===== config.mk =====
export PLATFORM = sky130hd
export DESIGN_NAME = hyp3_fmul
export DESIGN_NICKNAME = d
export VERILOG_FILES = /design/src/hw/rtl/hyp3_pkg.sv /design/src/hw/rtl/hyp3_fmul.sv
export SDC_FILE = /design/constraint.sdc
export NUM_CORES = 2
export LEC_CHECK = 0
export BUFFER_PORTS_ARGS = -buffer_cell sky130_fd_sc_hd__buf_4
export CAP_MARGIN = 20
export CORE_ASPECT_RATIO = 0.7
export CORE_MARGIN = 8
export CORE_UTILIZATION = 55
export DETAILED_ROUTE_END_ITERATION = 10
export PLACE_DENSITY_LB_ADDON = 0.12
export SYNTH_ARGS = -nofsm -noshare
export SYNTH_HDL_FRONTEND = slang
export SYNTH_SLANG_ARGS = --single-unit

===== constraint.sdc =====
create_clock -name clk -period 10.2 [get_ports clk]
set_input_delay 1.53 -clock clk [delete_from_list [all_inputs] [get_ports clk]]
set_output_delay 1.53 -clock clk [all_outputs]
set_load 0.05 [all_outputs]

===== src/hw/rtl/hyp3_pkg.sv =====
// shared constants, codes and payload types of the three-component norm unit
// no dependencies
`default_nettype none

package hyp3_pkg;

    typedef logic [30:0] mag_t;
    typedef logic [1:0]  scale_t;

    typedef struct packed {
        logic [31:0] x_bits;
        logic [31:0] y_bits;
        logic [31:0] z_bits;
    } vec_t;

    typedef struct packed {
        logic [31:0] norm_bits;
    } norm_t;

    localparam mag_t        INF_MAG    = 31'h7F800000;
    localparam logic [31:0] QNAN_BITS  = 32'h7FC00000;
    localparam mag_t        SCALE_DOWN = 31'h1F800000;
    localparam mag_t        SCALE_UP   = 31'h5F800000;
    localparam mag_t        SCALE_ONE  = 31'h3F800000;
    localparam logic [7:0]  HIGH_EXPO  = 8'd191;
    localparam logic [7:0]  LOW_EXPO   = 8'd77;

    localparam scale_t SC_NONE = 2'd0;
    localparam scale_t SC_DOWN = 2'd1;
    localparam scale_t SC_UP   = 2'd2;

    localparam int MUL_LAT  = 3;
    localparam int ADD_LAT  = 3;
    localparam int SQRT_LAT = 27;

    localparam int PRE_OUT  = MUL_LAT;
    localparam int SQ_OUT   = PRE_OUT + MUL_LAT;
    localparam int ROOT_OUT = SQ_OUT + 2 * ADD_LAT + SQRT_LAT;
    localparam int LAST_STG = ROOT_OUT + MUL_LAT;

endpackage

`default_nettype wire


===== src/hw/rtl/hyp3_fmul.sv =====
// three-stage single-precision multiply of non-negative magnitudes, nearest even
// depends on hyp3_pkg
`default_nettype none

module hyp3_fmul (
    input  logic        clk,
    input  logic        en,
    input  logic [30:0] a,
    input  logic [30:0] b,
    output logic [30:0] y
);
    import hyp3_pkg::*;

    function automatic logic [5:0] lzc48(input logic [47:0] v);
        logic [5:0] n;
        n = '0;
        for (int i = 0; i < 48; i++)
        begin
            if (v[i])
                n = 6'(47 - i);
        end
        return n;
    endfunction

    logic [47:0]        prod_reg;
    logic [9:0]         esum_reg;
    logic               inf1_reg;
    logic [47:0]        prod2_reg;
    logic signed [10:0] sh2_reg;
    logic [8:0]         efm1_reg;
    logic               inf2_reg;
    logic               zero2_reg;
    logic [30:0]        y_reg;

    logic [7:0]         ea, eb;
    logic [23:0]        ma, mb;
    logic [47:0]        prod_next;
    logic [9:0]         esum_next;
    logic               inf1_next;

    logic [5:0]         lz;
    logic signed [10:0] e_norm;
    logic signed [10:0] sh_next;
    logic [8:0]         efm1_next;

    logic [10:0]        neg_sh;
    logic [5:0]         rsh;
    logic [95:0]        wide;
    logic [47:0]        q;
    logic               st;
    logic [23:0]        m24;
    logic               inc;
    logic [32:0]        packed_val;
    logic [30:0]        y_next;

    // stage 1: unpack and multiply
    always_comb
    begin
        ea        = (a[30:23] == 8'd0) ? 8'd1 : a[30:23];
        eb        = (b[30:23] == 8'd0) ? 8'd1 : b[30:23];
        ma        = {|a[30:23], a[22:0]};
        mb        = {|b[30:23], b[22:0]};
        prod_next = 48'(ma) * 48'(mb);
        esum_next = 10'(ea) + 10'(eb);
        inf1_next = (&a[30:23]) | (&b[30:23]);
    end

    // stage 2: leading-zero search and exponent
    always_comb
    begin
        lz     = lzc48(prod_reg);
        e_norm = $signed({1'b0, esum_reg}) - 11'sd126 - $signed({5'b0, lz});
        if (e_norm > 11'sd0)
        begin
            sh_next   = $signed({5'b0, lz});
            efm1_next = 9'(e_norm - 11'sd1);
        end
        else
        begin
            sh_next   = $signed({5'b0, lz}) + e_norm - 11'sd1;
            efm1_next = '0;
        end
    end

    // stage 3: shift, round, pack
    always_comb
    begin
        neg_sh = 11'(-sh2_reg);
        rsh    = (neg_sh > 11'd49) ? 6'd49 : neg_sh[5:0];
        wide   = {prod2_reg, 48'b0} >> rsh;
        if (!sh2_reg[10])
        begin
            q  = prod2_reg << sh2_reg[5:0];
            st = 1'b0;
        end
        else
        begin
            q  = wide[95:48];
            st = |wide[47:0];
        end
        m24        = q[47:24];
        inc        = q[23] & (st | (|q[22:0]) | m24[0]);
        packed_val = {1'b0, efm1_reg, 23'b0} + {9'b0, m24} + {32'b0, inc};
        if (inf2_reg || packed_val >= {2'b0, INF_MAG})
            y_next = INF_MAG;
        else if (zero2_reg)
            y_next = '0;
        else
            y_next = packed_val[30:0];
    end

    always_ff @(posedge clk)
    begin
        if (en)
        begin
            prod_reg  <= prod_next;
            esum_reg  <= esum_next;
            inf1_reg  <= inf1_next;
            prod2_reg <= prod_reg;
            sh2_reg   <= sh_next;
            efm1_reg  <= efm1_next;
            inf2_reg  <= inf1_reg;
            zero2_reg <= (prod_reg == 48'd0);
            y_reg     <= y_next;
        end
    end

    assign y = y_reg;

endmodule

`default_nettype wire


# == Word level (Yosys, flattened, before mapping) ==
# Index checks and enable logic that the tools add are counted.
# op_classes
addsub,9
mux,55
reduce_logical,11
n_mul,1
magnitude_cmp,3
shifts,2
n_bitwise,4
# op_table
op,count
6-bit two-way mux,50
96-bit by 6-bit right shift with 96-bit output,1
48-bit logical NOT,1
24-bit by 24-bit multiplier with 48-bit output,1
48-bit two-way mux,1
48-bit OR reduction,1
48-bit by 6-bit << shifter with 48-bit output,1
32-bit by 24-bit adder with 33-bit output,1
33-bit by 1-bit adder with 33-bit output,1
"33-bit by 31-bit >= comparator with 1-bit output, second input constant",1
31-bit two-way mux,1
23-bit OR reduction,1
8-bit logical NOT,2
8-bit two-way mux,2
8-bit AND reduction,2
8-bit OR reduction,2
7-bit by 11-bit adder with 11-bit output,1
"11-bit by 1-bit > comparator with 1-bit output, second input constant",1
"11-bit by 6-bit > comparator with 1-bit output, second input constant",1
11-bit negation,1
"10-bit by 7-bit subtractor with 11-bit output, second input constant",1
"11-bit by 2-bit subtractor with 11-bit output, second input constant",1
11-bit by 7-bit subtractor with 11-bit output,1
8-bit by 8-bit adder with 9-bit output,1
6 further kinds,8
# totals
regBits,160
in_bits,64
wordCells,96

# == Longest topological paths before layout ==
# depth
word_depth,52
ltp_mapped,36

# == Worst setup path before layout ==
# No wires, ideal clock.
# synth_timing
path_type,input -> register
start,input port b[3]
end,register prod_reg[45] (data pin)
cell_stages,26
t_arrival_ns,8.392
setup_ns,0.258
path_buffers,1
slack_ns,1.550
path_cell_list,clkbuf_1 -> nand2_1 -> fa_1 -> inv_1 -> fa_1 -> fa_1 -> fa_1 -> fa_1 -> inv_1 -> fa_1 -> inv_1 -> fa_1 -> ha_1 -> a21o_1 -> a21oi_1 -> nor3b_1 -> o311a_1 -> or3_1 -> a31oi_1 -> a211o_1 -> a311oi_1 -> o21ai_0 -> a2111oi_0 -> nor2_1 -> nor2_1 -> xnor2_1
# synth_via
elab_chain_len,1
# synth_rtl
element,line_no,rtl
start: declaration,hyp3_fmul.sv:9,"input logic [30:0] b,"
24-bit by 24-bit multiplier with 48-bit output,hyp3_fmul.sv:63,prod_next = 48'(ma) * 48'(mb);
named net prod_next[45],hyp3_fmul.sv:37,logic [47:0] prod_next;
end signal: assignment,hyp3_fmul.sv:116,prod_reg <= prod_next;
end: declaration,hyp3_fmul.sv:25,logic [47:0] prod_reg;
# The timed path passes the listed nets, and every way through them passes these cells.
# A chain may end at the register's enable or synchronous reset.

# == Worst setup path in the final report ==
# layout_timing
start,input port b[6]
end,register prod_reg[45] (data pin)
# The elaborated chain is that of the path after synthesis.

==> flow_summary.ini <==
[status]
status = finished clean

[min_path]
hold_class = reg -> reg
hold_start = inf1_reg

[setup_path]
crit_required_ns = 10.41
timing.critical_path.to_type = flop
worstPathBufferInverterCount = 4
critical_path.top_delay_family = adder cells
worstSetupPathType = in -> reg
critical_path.most_common_cell = sky130_fd_sc_hd__fa_1
worstReg2RegStart = sh2_reg[0]
worstPathMaxFanout = 24
timing.critical_path.slowest_cell_delay_ns = 0.55
startpoint = b[6]
cp_data_arrival_time_ns = 9.23
timing.critical_path.from_type = input port
crit_path_top_delay_cell = sky130_fd_sc_hd__fa_1

[global_routing]
pin_count_of_the_biggest_net_entering_global_routing = 134
number_of_global_route_vias_before_repair = 26700
gr-usage-all-layers = 0.295
initial_antenna_violation_count = 1
grt_overflow_total = 0
grt_pass1_wl_mm = 161

[logic_synthesis]
synth-edff-count = 159
synth.net_count = 4590
ys_seq_area_frac = 0.142
postSynthAreaPerCell_um2 = 8.81
synth-async-reset-ratio = 0
yosysWarningCount = 0
synthCells = 3829
synthesis.area_um2 = 33700
synth-main-ff-cell = sky130_fd_sc_hd__edfxtp_1
synth.ff_latch_count = 159
yosysUniqueCellTypes = 96

[route]
drt_first_pass_iters = 9
detail_route.wirelength_mm = 104
route.vias.total = 28000
vias_per_cell = 6.12
ant_nets = 0
wire_per_inst_um = 22.8
drc = 0
drt_iter0_drc = 3260

[floorplan]
number_of_top_level_design_ports = 95
design.die.area_um2 = 69600
floorplan.core_area_um2 = 61000
placementRows = 76
start_util = 0.552
chipHeight_um = 223
fp.dieW_um = 312

[final_layout]
finish.net_count = 4506
area_added_between_synthesis_and_finish_pct = 4.96
final_util = 0.580
diodes = 0
post_route_cells_drive_above_1_share = 0.0806

[timing]
setup_total_negative_slack_ns = 0
final_min_period_over_clock_period = 0.884
worst_setup_skew_after_layout_ns = 0.0114
remaining_max_slew_budget_at_the_tightest_pin = 0.0996
fmaxAchievable_mhz = 111
grt_setup_unrepaired = no
finalSetupViolations = 0
post-route-worst-setup-slack_ns = 1.18
period_minus_slack_ns = 9.02
worst-slew-pin-transition_ns = 1.35
final_max_slew_viol_count = 0
hold_viol_final = 0
whs_ns = 0.444

[placement]
gp_congestion = 0.988
dp_hpwl_mm = 80.8
post-place-ws_ns = 0.784
portBuffers = 94

[clocking]
cts_tree = done
root_buffer = sky130_fd_sc_hd__clkbuf_16
insertion_delay_ns = 0.47
cts.sink_count = 159
total_of_hold_buffers_inserted_after_clock_tree_synthesis = 0
max-clock-path-buffers = 2
clkSlewWorstSetupHoldPaths_ns = 0.07
cts_max_level = 4
cts.repair.resized = 0
cts_made_buffers = 17
postCtsSetupBuffers = 0

[run]
cap_viol_max_count = 0
## cells by family (layout without fill, tap and decap cells)
group | count (synthesis) | after routing | synth area share
AOI/OAI and AO/OA | 619 | 619 | 0.120
xor gates and xnor gates | 105 | 105 | 0.0273
adders and majority gates | 698 | 698 | 0.367
buffers and inverters | 793 | 722 | 0.0913
DFF | 159 | 159 | 0.142
muxes | 176 | 176 | 0.0663
and+or+nand+nor | 1279 | 1279 | 0.187
## cells in the mapped netlist, types with 22 or more instances
cell | number | area share
sky130_fd_sc_hd__nand3_1 | 71 | 0.011
sky130_fd_sc_hd__ha_1 | 212 | 0.079
sky130_fd_sc_hd__a31oi_1 | 26 | 0.0048
sky130_fd_sc_hd__xor2_1 | 33 | 0.0086
sky130_fd_sc_hd__mux2i_1 | 112 | 0.033
sky130_fd_sc_hd__xnor2_1 | 72 | 0.019
sky130_fd_sc_hd__inv_1 | 551 | 0.061
sky130_fd_sc_hd__clkbuf_1 | 173 | 0.019
sky130_fd_sc_hd__and2_1 | 233 | 0.043
sky130_fd_sc_hd__nor2_1 | 179 | 0.020
sky130_fd_sc_hd__nand2_1 | 525 | 0.058
sky130_fd_sc_hd__buf_2 | 37 | 0.0055
sky130_fd_sc_hd__o22ai_1 | 23 | 0.0043
sky130_fd_sc_hd__a21o_1 | 30 | 0.0067
sky130_fd_sc_hd__o21ai_0 | 148 | 0.022
sky130_fd_sc_hd__mux2_2 | 29 | 0.0097
sky130_fd_sc_hd__fa_1 | 485 | 0.29
sky130_fd_sc_hd__a22o_1 | 22 | 0.0057
sky130_fd_sc_hd__a21oi_1 | 165 | 0.024
sky130_fd_sc_hd__edfxtp_1 | 159 | 0.14
sky130_fd_sc_hd__a211oi_1 | 23 | 0.0051
sky130_fd_sc_hd__o211ai_1 | 22 | 0.0049
sky130_fd_sc_hd__mux4_2 | 35 | 0.023
sky130_fd_sc_hd__nor4_1 | 29 | 0.0054
sky130_fd_sc_hd__nor3_1 | 71 | 0.011
## area by class of cell
cell class | instances | area, um2
multi-input cells | 2877 | 25900
fillers | 5535 | 25700
flip-flops and latches | 159 | 4770
inverters | 554 | 2080
repair buffers | 136 | 1050
well taps | 819 | 1020
clock buffers | 19 | 433
clock inverters | 13 | 130
## cells in the final DEF, fill, tap and decap left out, drive strengths merged, types with 71 or more instances in the layout
| cell | n |
|---|---|
| inv | 558 |
| nand2 | 525 |
| fa | 485 |
| and2 | 233 |
| ha | 212 |
| nor2 | 183 |
| a21oi | 167 |
| edfxtp | 159 |
| o21ai | 153 |
| buf | 135 |
| mux2i | 112 |
| nand3 | 74 |
| xnor2 | 72 |
| nor3 | 71 |
## final timing paths
kind                       end  slack [ns]  depth (start not counted)
setup / recovery  prod_reg[45]        1.18                         26
setup reg to reg          y[8]        1.83                         18
hold / removal        inf2_reg        0.44                          0
hold reg to reg       inf2_reg        0.44                          0
## routing by layer
layer,GRT usage,wire [um]
met1,0.465,48500
met2,0.380,40100
met3,0.110,14000
met4,0.0415,1390
met5,0.0277,252
## through the flow
step / area, um2 / std cells
5_1_grt: 35400 / 4577
2_1_floorplan: 33700 / 3829
6_report: 35400 / 4577
3_3_place_gp: 34800 / 4540
4_1_cts: 35400 / 4574
3_5_place_dp: 34800 / 4542
## worst register-to-register path: stages, from the launching register on
cell and delay, ns:
sky130_fd_sc_hd__edfxtp_1 0.59, sky130_fd_sc_hd__clkinv_1 0.13, sky130_fd_sc_hd__ha_2 0.38, sky130_fd_sc_hd__or3b_2 0.54, sky130_fd_sc_hd__a2111oi_4 0.36, sky130_fd_sc_hd__o22ai_2 0.26, sky130_fd_sc_hd__a21oi_4 0.54, sky130_fd_sc_hd__buf_4 0.61
sky130_fd_sc_hd__nand2_1 0.78, sky130_fd_sc_hd__o22ai_1 0.80, sky130_fd_sc_hd__a211oi_1 0.36, sky130_fd_sc_hd__a211oi_2 0.26, sky130_fd_sc_hd__nand2_1 0.23, sky130_fd_sc_hd__nor4_4 0.52, sky130_fd_sc_hd__a21oi_1 0.19, sky130_fd_sc_hd__xnor2_1 0.26
sky130_fd_sc_hd__and4_1 0.96, sky130_fd_sc_hd__buf_4 0.30, sky130_fd_sc_hd__nor4_2 0.05
Power is left out: the tool's default activity adds up to more than one toggle a clock period on the data nets, which glitch-free logic cannot reach.
