## config.mk

```make
export PLATFORM = sky130hd
export DESIGN_NAME = hyp3_sumsqrt
export DESIGN_NICKNAME = d
export VERILOG_FILES = /design/src/hw/rtl/hyp3_pkg.sv /design/src/hw/rtl/hyp3_sumsqrt.sv
export SDC_FILE = /design/constraint.sdc
export NUM_CORES = 2
export LEC_CHECK = 0
export ABC_AREA = 1
export ABC_CLOCK_PERIOD_IN_PS = 12100
export BUFFER_PORTS_ARGS = -buffer_cell sky130_fd_sc_hd__buf_4
export CORE_MARGIN = 5
export CORE_UTILIZATION = 40
export DETAILED_ROUTE_END_ITERATION = 10
export HOLD_SLACK_MARGIN = 0.06
export PLACE_DENSITY_LB_ADDON = 0.25
export SYNTH_ARGS = -nofsm -noshare
export SYNTH_HDL_FRONTEND = slang
export SYNTH_SLANG_ARGS = --single-unit
```

## constraint.sdc

```tcl
create_clock -name clk -period 12.1 [get_ports clk]
set_input_delay 1.21 -clock clk [delete_from_list [all_inputs] [get_ports clk]]
set_output_delay 1.21 -clock clk [all_outputs]
set_load 0.03 [all_outputs]
```

## src/hw/rtl/hyp3_pkg.sv

```systemverilog
// shared constants, codes and payload types of the three-component norm unit
// no dependencies
`default_nettype none

package hyp3_pkg;

    typedef logic [30:0] mag_t;
    typedef logic [1:0]  scale_t;

    typedef struct packed {
        logic [31:0] x_bits;
        logic [31:0] y_bits;
        logic [31:0] z_bits;
    } vec_t;

    typedef struct packed {
        logic [31:0] norm_bits;
    } norm_t;

    localparam mag_t        INF_MAG    = 31'h7F800000;
    localparam logic [31:0] QNAN_BITS  = 32'h7FC00000;
    localparam mag_t        SCALE_DOWN = 31'h1F800000;
    localparam mag_t        SCALE_UP   = 31'h5F800000;
    localparam mag_t        SCALE_ONE  = 31'h3F800000;
    localparam logic [7:0]  HIGH_EXPO  = 8'd191;
    localparam logic [7:0]  LOW_EXPO   = 8'd77;

    localparam scale_t SC_NONE = 2'd0;
    localparam scale_t SC_DOWN = 2'd1;
    localparam scale_t SC_UP   = 2'd2;

    localparam int MUL_LAT  = 3;
    localparam int ADD_LAT  = 3;
    localparam int SQRT_LAT = 27;

    localparam int PRE_OUT  = MUL_LAT;
    localparam int SQ_OUT   = PRE_OUT + MUL_LAT;
    localparam int ROOT_OUT = SQ_OUT + 2 * ADD_LAT + SQRT_LAT;
    localparam int LAST_STG = ROOT_OUT + MUL_LAT;

endpackage

`default_nettype wire

```

## src/hw/rtl/hyp3_sumsqrt.sv

```systemverilog
// sum of three squares, two pipelined adds, then a correctly rounded
// pipelined square root, one root bit per stage; depends on hyp3_pkg
`default_nettype none

module hyp3_sumsqrt (
    input  logic        clk,
    input  logic        en,
    input  logic [30:0] sx,
    input  logic [30:0] sy,
    input  logic [30:0] sz,
    output logic [30:0] root
);
    import hyp3_pkg::*;

    localparam int SQ_W    = 51;
    localparam int SQ_ITER = 25;

    typedef struct packed {
        logic [7:0]  ebig;
        logic [23:0] mbig;
        logic [23:0] msm;
        logic [7:0]  d;
        logic        inf;
    } align_t;

    typedef struct packed {
        logic [27:0] sum;
        logic [7:0]  ebig;
        logic        inf;
    } addsum_t;

    typedef struct packed {
        logic [49:0] big;
        logic [7:0]  rexp;
        logic        zero;
        logic        inf;
    } prep_t;

    function automatic align_t add_align(input logic [30:0] a, input logic [30:0] b);
        logic [30:0] hi, lo;
        logic [7:0]  eh, el;
        align_t      r;
        hi     = (a >= b) ? a : b;
        lo     = (a >= b) ? b : a;
        eh     = (hi[30:23] == 8'd0) ? 8'd1 : hi[30:23];
        el     = (lo[30:23] == 8'd0) ? 8'd1 : lo[30:23];
        r.ebig = eh;
        r.mbig = {|hi[30:23], hi[22:0]};
        r.msm  = {|lo[30:23], lo[22:0]};
        r.d    = eh - el;
        r.inf  = &hi[30:23];
        return r;
    endfunction

    function automatic addsum_t add_sum(input align_t s);
        logic [5:0]  rs;
        logic [53:0] wide;
        logic [26:0] al;
        addsum_t     r;
        rs     = (s.d > 8'd27) ? 6'd27 : s.d[5:0];
        wide   = {s.msm, 3'b000, 27'b0} >> rs;
        al     = wide[53:27] | {26'b0, |wide[26:0]};
        r.sum  = {1'b0, s.mbig, 3'b000} + {1'b0, al};
        r.ebig = s.ebig;
        r.inf  = s.inf;
        return r;
    endfunction

    function automatic logic [30:0] add_round(input addsum_t s);
        logic [23:0] m;
        logic        g, st, inc;
        logic [8:0]  eeff;
        logic [32:0] pk;
        logic [30:0] r;
        if (s.sum[27])
        begin
            m    = s.sum[27:4];
            g    = s.sum[3];
            st   = |s.sum[2:0];
            eeff = {1'b0, s.ebig} + 9'd1;
        end
        else
        begin
            m    = s.sum[26:3];
            g    = s.sum[2];
            st   = |s.sum[1:0];
            eeff = {1'b0, s.ebig};
        end
        inc = g & (st | m[0]);
        pk  = {1'b0, eeff - 9'd1, 23'b0} + {9'b0, m} + {32'b0, inc};
        if (s.inf || pk >= {2'b0, INF_MAG})
            r = INF_MAG;
        else
            r = pk[30:0];
        return r;
    endfunction

    function automatic logic [4:0] lzc24(input logic [23:0] v);
        logic [4:0] n;
        n = '0;
        for (int i = 0; i < 24; i++)
        begin
            if (v[i])
                n = 5'(23 - i);
        end
        return n;
    endfunction

    function automatic prep_t sq_prep(input logic [30:0] s);
        logic [4:0]        k;
        logic [23:0]       m;
        logic signed [9:0] e, e2;
        prep_t             r;
        if (s[30:23] == 8'd0)
        begin
            k = lzc24({1'b0, s[22:0]});
            m = {1'b0, s[22:0]} << k;
            e = -10'sd149 - $signed({5'b0, k});
        end
        else
        begin
            m = {1'b1, s[22:0]};
            e = $signed({2'b0, s[30:23]}) - 10'sd150;
        end
        if (e[0])
        begin
            r.big = {1'b0, m, 25'b0};
            e2    = e - 10'sd25;
        end
        else
        begin
            r.big = {m, 26'b0};
            e2    = e - 10'sd26;
        end
        r.rexp = 8'((e2 >>> 1) + 10'sd151);
        r.zero = (s == 31'd0);
        r.inf  = &s[30:23];
        return r;
    endfunction

    align_t      a1_reg, a2_reg;
    addsum_t     s1_reg, s2_reg;
    logic [30:0] r1_reg, r2_reg;
    logic [30:0] sz_d_reg [0:ADD_LAT-1];

    logic [SQ_W-1:0] big_reg  [0:SQ_ITER];
    logic [SQ_W-1:0] res_reg  [0:SQ_ITER];
    logic [7:0]      rexp_reg [0:SQ_ITER];
    logic [SQ_ITER:0] zero_reg;
    logic [SQ_ITER:0] inf_reg;
    logic [30:0]      root_reg;

    logic [SQ_W-1:0] big_next [0:SQ_ITER-1];
    logic [SQ_W-1:0] res_next [0:SQ_ITER-1];
    prep_t           prep;

    logic        guard, sticky, inc;
    logic [24:0] q25;
    logic [30:0] root_next;

    assign prep = sq_prep(r2_reg);

    always_comb
    begin : sq_iter
        logic [SQ_W-1:0] bitv;
        logic [SQ_W-1:0] t;
        bitv = '0;
        t    = '0;
        for (int j = 0; j < SQ_ITER; j++)
        begin
            bitv = SQ_W'(1) << (48 - 2 * j);
            t    = res_reg[j] + bitv;
            if (big_reg[j] >= t)
            begin
                big_next[j] = big_reg[j] - t;
                res_next[j] = (res_reg[j] >> 1) + bitv;
            end
            else
            begin
                big_next[j] = big_reg[j];
                res_next[j] = res_reg[j] >> 1;
            end
        end
    end

    always_comb
    begin
        guard  = res_reg[SQ_ITER][0];
        sticky = (big_reg[SQ_ITER] != '0);
        inc    = guard & (sticky | res_reg[SQ_ITER][1]);
        q25    = {1'b0, res_reg[SQ_ITER][24:1]} + {24'b0, inc};
        if (inf_reg[SQ_ITER])
            root_next = INF_MAG;
        else if (zero_reg[SQ_ITER])
            root_next = '0;
        else if (q25[24])
            root_next = {rexp_reg[SQ_ITER] + 8'd1, 23'b0};
        else
            root_next = {rexp_reg[SQ_ITER], q25[22:0]};
    end

    always_ff @(posedge clk)
    begin
        if (en)
        begin
            a1_reg      <= add_align(sx, sy);
            s1_reg      <= add_sum(a1_reg);
            r1_reg      <= add_round(s1_reg);
            sz_d_reg[0] <= sz;
            for (int i = 1; i < ADD_LAT; i++)
                sz_d_reg[i] <= sz_d_reg[i-1];
            a2_reg      <= add_align(r1_reg, sz_d_reg[ADD_LAT-1]);
            s2_reg      <= add_sum(a2_reg);
            r2_reg      <= add_round(s2_reg);

            big_reg[0]  <= {1'b0, prep.big};
            res_reg[0]  <= '0;
            rexp_reg[0] <= prep.rexp;
            zero_reg    <= {zero_reg[SQ_ITER-1:0], prep.zero};
            inf_reg     <= {inf_reg[SQ_ITER-1:0], prep.inf};
            for (int j = 0; j < SQ_ITER; j++)
            begin
                big_reg[j+1]  <= big_next[j];
                res_reg[j+1]  <= res_next[j];
                rexp_reg[j+1] <= rexp_reg[j];
            end
            root_reg <= root_next;
        end
    end

    assign root = root_reg;

endmodule

`default_nettype wire

```

* Yosys cells after proc, flatten, opt, wreduce, memory -nomap -nowiden *
Memory sizes are Yosys's and may differ from the RTL's.
Cells that the tools add are included.

cells by class
  add/subtract/negate cells = 94
  reduce and logical (&&, ||, !) cells = 23
  bitwise logic cells = 8
  order comparisons = 31
  shift-type cells = 3
  multiplexer cells = 108

operators with widths
  kind                                                                     number
  51-bit 2-to-1 mux                                                        50
  51-bit >= comparator                                                     25
  51-bit subtractor                                                        25
  31-bit 2-to-1 mux                                                        6
  24-bit 2-to-1 mux                                                        5
  5-bit 2-to-1 mux                                                         24
  54-bit by 6-bit >> shifter with 54-bit output                            2
  32-bit by 24-bit adder with 33-bit output                                2
  33-bit by 1-bit adder with 33-bit output                                 2
  33-bit by 31-bit >= comparator with 1-bit output, second input constant  2
  31-bit >= comparator                                                     2
  27-bit by 27-bit adder with 28-bit output                                2
  9-bit 2-to-1 mux                                                         6
  27-bit by 1-bit bitwise OR with 27-bit output                            2
  27-bit OR reduction                                                      2
  50-bit by 1-bit adder with 51-bit output, second input constant          1
  50-bit by 11-bit adder with 51-bit output, second input constant         1
  50-bit by 13-bit adder with 51-bit output, second input constant         1
  50-bit by 15-bit adder with 51-bit output, second input constant         1
  50-bit by 17-bit adder with 51-bit output, second input constant         1
  50-bit by 19-bit adder with 51-bit output, second input constant         1
  50-bit by 21-bit adder with 51-bit output, second input constant         1
  50-bit by 23-bit adder with 51-bit output, second input constant         1
  50-bit by 25-bit adder with 51-bit output, second input constant         1
  other kinds (66)                                                         101

storage, ports and cells
  memories kept = 4
  bits in writable memories = 2953
  output and inout port bits = 31
  input bits = 95
  bits in registers = 349
  logic and storage cells = 293

memories
  memory    words  bits a word  read ports  clocked after Yosys merged registers in  write ports  line                 RTL
  big_reg   26     51           26          0                                        26           hyp3_sumsqrt.sv:146  logic [SQ_W-1:0] big_reg [0:SQ_ITER];
  res_reg   26     51           26          0                                        26           hyp3_sumsqrt.sv:147  logic [SQ_W-1:0] res_reg [0:SQ_ITER];
  rexp_reg  26     8            26          0                                        26           hyp3_sumsqrt.sv:148  logic [7:0] rexp_reg [0:SQ_ITER];
  sz_d_reg  3      31           3           0                                        3            hyp3_sumsqrt.sv:144  logic [30:0] sz_d_reg [0:ADD_LAT-1];

* Depth between registers and ports, before layout *
  depth in word-level cells = 29
  mapped depth = 39
  mapped depth without buffers = 38

* Worst setup path after synthesis *
OpenSTA, ideal clock, no wires.

  path type = flip-flop to flip-flop
  from = reg a2_reg[5] in the netlist's numbering
  to = reg s2_reg[34] in the netlist's numbering, data pin
  setup slack = 7031 ps
  clock period less this slack = 5069 ps
  arrival time = 4810 ps
  library setup time = 259 ps
  required time = 11841 ps
  stages on the path, launching flop included = 32
  path buffers = 1
  path through = edfxtp_1 -> nand3_1 -> nor3b_1 -> inv_1 -> nor2_1 -> inv_1 -> clkbuf_1 -> o21ai_0 -> inv_1 -> o21ai_0 -> inv_1 -> o21ai_0 -> nor2_1 -> a31oi_1 -> o21ai_0 -> fa_1 -> o21ai_0 -> a21oi_1 -> o21bai_1 -> a21oi_1 -> o21bai_1 -> a21o_1 -> a21o_1 -> nand3_1 -> nand2_1 -> a21oi_1 -> o21ai_0 -> nand3_1 -> nand2_1 -> nand2_1 -> nand2_1 -> xor2_1

between the ends
  longest elaborated chain between the ends = 6

ends and longest elaborated chain
  item                                             line                 RTL
  start: declaration                               hyp3_sumsqrt.sv:141  align_t a1_reg, a2_reg;
  start signal: assignment                         hyp3_sumsqrt.sv:212  a2_reg <= add_align(r1_reg, sz_d_reg[ADD_LAT-1]);
  8-bit by 5-bit > comparator with 1-bit output    hyp3_sumsqrt.sv:60   rs = (s.d > 8'd27) ? 6'd27 : s.d[5:0];
  6-bit 2-to-1 mux *                               hyp3_sumsqrt.sv:60
  54-bit by 6-bit >> shifter with 54-bit output *  hyp3_sumsqrt.sv:61   wide = {s.msm, 3'b000, 27'b0} >> rs;
  27-bit OR reduction                              hyp3_sumsqrt.sv:62   al = wide[53:27] | {26'b0, |wide[26:0]};
  27-bit by 1-bit bitwise OR with 27-bit output *  hyp3_sumsqrt.sv:62
  27-bit by 27-bit adder with 28-bit output *      hyp3_sumsqrt.sv:63   r.sum = {1'b0, s.mbig, 3'b000} + {1'b0, al};
  end signal: assignment                           hyp3_sumsqrt.sv:213  s2_reg <= add_sum(a2_reg);
  end: declaration                                 hyp3_sumsqrt.sv:142  addsum_t s1_reg, s2_reg;

Every way passes the cells marked *; elsewhere a longest branch is shown, timed or not.
A chain may end at the register's enable or synchronous reset.

* Final worst setup path *
  from = reg a1_reg[7] in the netlist's numbering
  to = reg s1_reg[34] in the netlist's numbering, data pin

between the ends
  longest elaborated chain between the ends = 6

ends and longest elaborated chain
  item                                             line                 RTL
  start: declaration                               hyp3_sumsqrt.sv:141
  start signal: assignment                         hyp3_sumsqrt.sv:206  a1_reg <= add_align(sx, sy);
  8-bit by 5-bit > comparator with 1-bit output *  hyp3_sumsqrt.sv:60
  6-bit 2-to-1 mux *                               hyp3_sumsqrt.sv:60
  54-bit by 6-bit >> shifter with 54-bit output *  hyp3_sumsqrt.sv:61
  27-bit OR reduction                              hyp3_sumsqrt.sv:62
  27-bit by 1-bit bitwise OR with 27-bit output *  hyp3_sumsqrt.sv:62
  27-bit by 27-bit adder with 28-bit output *      hyp3_sumsqrt.sv:63
  end signal: assignment                           hyp3_sumsqrt.sv:207  s1_reg <= add_sum(a1_reg);
  end: declaration                                 hyp3_sumsqrt.sv:142

Marked as above.

==> qor.txt <==
HP Class: flop to flop
Global placement routability congestion: 0.875
Post-Synthesis Cells: 9237
Rows: 178
Initial core utilization: 40.2%
CP most frequent cell: o21ai_0
Core ar.: 235000 sq um
Area of the mapped netlist: 94500 sq um
Total number of vias: 63200
DR vias/cell: 4.95
CTS tree: built
Initial antenna violation count: 2
Final setup TNS: 0 ns
Depth of the worst hold-timing path: 0
Post-CTS Hold Buffers: 0
Vias in the first global route: 64100
Clk root buf: clkbuf_16
Share of cells above drive strength 1: 6.77%
Asr flop ratio synth: 0%
Pwr dens: 172 nW/um^2
DRT iter0 DRCs: 3665
Port Buffer Count: 125
Count of final hold-check violations: 0
Slew headroom: 20.6%
ANT nets after route: 0
Syn-to-layout area delta: 12.2%
Max reg flops: 832
All-Layer GR Usage: 16.2%
Die area: 246000 sq um
Largest net degree at the start of global routing: 194
Hold Slack: 0.396 ns
RSZ-0062 raised after global routing: no
CTS-repair resized insts: 0
# clock sinks: 1807
H-tree levels: 4
Syn_nets: 9802
NumNets Final: 10000
Number of synthesized flops with an enable pin: 1807
CP Capture Type: flop
Sequential cell area fraction in the yosys report: 57.4%
Crit share post-route: 57.9%
First-pass GRT wire length: 327000 um
CP arrival: 7.55 ns
Most used DFF post-synth: edfxtp_1
Wirelength, routed: 200000 um
Critical path class: flop to flop
Max Root-Sink Buffers: 3
Reg2Reg Depth: 31
Reg clk slew, reported paths: 0.06 ns
Total gr overflow: 0
Pleak: 42.4 nW
Tmin final: 7.00 ns
# IOs: 126
Commonest non-fill, non-tap cell in the layout: edfxtp_1
DRC: 0
Die X: 496 um
Synth cell types: 78
Wire per inst: 15.6 um
Synthesis Warnings: 0
Setup Skew: 0.0702 ns
Worst vdd ir: 0.130 mV
Mapped Avg Cell Area: 10.2 sq um
Status: finished, final reports clean
CP max FO: 34
Critical path's largest stage delay: 0.94 ns
Clock latency on the worst-skew pair: 0.83 ns
Worst-margin pin slew: 1.19 ns
Post-CTS Setup Inserts: 0
DR pass1 iterations: 6
Seq cells post-synth: 1807
Critical Path RT: 12.65 ns
CP startpoint kind: flop
Max Fclk: 143 MHz
Die height: 496 um
Final setup fails: 0
Max_cap viols: 0
CP max stage cell: clkinv_1
Hpwl dp: 149000 um
Commonest non-fill, non-tap cells in the layout: 1807 x edfxtp_1, 1588 x nand2_1, 1197 x inv_1
Slew Limit Fails: 0
TritonCTS buffer count: 197
## metrics by stage
step	std cells	instance area, sq um	setup slack [ns]	utilization [%]	power [mW]
after floorplan	9237	94500	7.03	-	11.0
after global placement	12400	99100	4.89	42.1	12.1
after CTS	12800	106000	5.01	45.0	18.5
final	12800	106000	5.10	45.1	18.2
after global routing	12800	106000	3.97	45.0	19.3
after detailed placement	12400	99100	5.01	42.1	12.1
## synth_stat cells (all sizes together), types with 130 or more instances
master | n | share of area, %
a21oi | 556 | 3.0
clkbuf | 136 | 0.54
edfxtp | 1807 | 57
ha | 453 | 6.0
inv | 1213 | 4.8
nand2 | 1597 | 6.4
nand3 | 371 | 2.0
nand4 | 130 | 0.87
nor2 | 917 | 3.8
nor3 | 159 | 0.90
o21ai | 728 | 3.9
xnor2 | 295 | 2.8
xor2 | 404 | 3.7
## kinds of logic after synthesis
kind of cell | Yosys count | share of synthesized area [%]
AO/OA/AOI/OAI | 1479 | 8.48
XOR/XNOR | 699 | 6.50
adder cells (fa/ha/maj) | 470 | 6.36
buffers and inverters | 1390 | 5.65
flip-flops | 1807 | 57.4
multiplexers | 32 | 0.340
AND/OR/NAND/NOR | 3360 | 15.2
## report_power, final
| group | internal (mW) | switching [mW] | total (mW) | leakage (nW) |
|---|---|---|---|---|
| Combinational | 1.32 | 2.33 | 3.64 | 21.9 |
| Sequential | 7.89 | 0.470 | 8.36 | 17.2 |
| Clock | 3.70 | 2.54 | 6.24 | 3.29 |
| Total | 12.9 | 5.34 | 18.2 | 42.4 |
## final cells by class
class / count / area, sq um
flip-flops and latches: 1807 / 54300
clock inverters: 137 / 1760
well taps: 3150 / 3940
repair buffers: 174 / 1400
fillers: 22000 / 129000
diodes: 2 / 5.00
multi-input cells: 6040 / 34900
inverters: 1225 / 4600
clock buffers: 225 / 5080
## layer usage
layer / global-route usage [%] / vias to the layer above / wire length [um] / share of wire, %
met1: 18.6 / 29800 / 80900 / 41
met2: 31.0 / 959 / 107000 / 53
met4: 4.78 / 0 / 5600 / 2.8
li1: - / 32100 / - / -
met5: 0 / - / 0 / 0
met3: 2.37 / 341 / 6430 / 3.2
## critical path: cells and delay by family (launching register included)
kind / cells / cell delay, ns
buffers and inverters: 6 / 1.26
flip-flops: 1 / 0.35
AND/OR/NAND/NOR: 10 / 1.66
AO/OA/AOI/OAI: 13 / 2.93
XOR/XNOR: 1 / 0.07
adder cells (fa/ha/maj): 1 / 0.46
## final timing paths
path / to / start / slack, ns
worst max-delay path: s1_reg[34] / a1_reg[7] / 5.10
worst min-delay path: rexp_reg[0][21] / rexp_reg[0][13] / 0.40
worst max register to register: s1_reg[34] / a1_reg[7] / 5.10
worst min register to register: rexp_reg[0][21] / rexp_reg[0][13] / 0.40
Power figures use the tool's default switching activity.
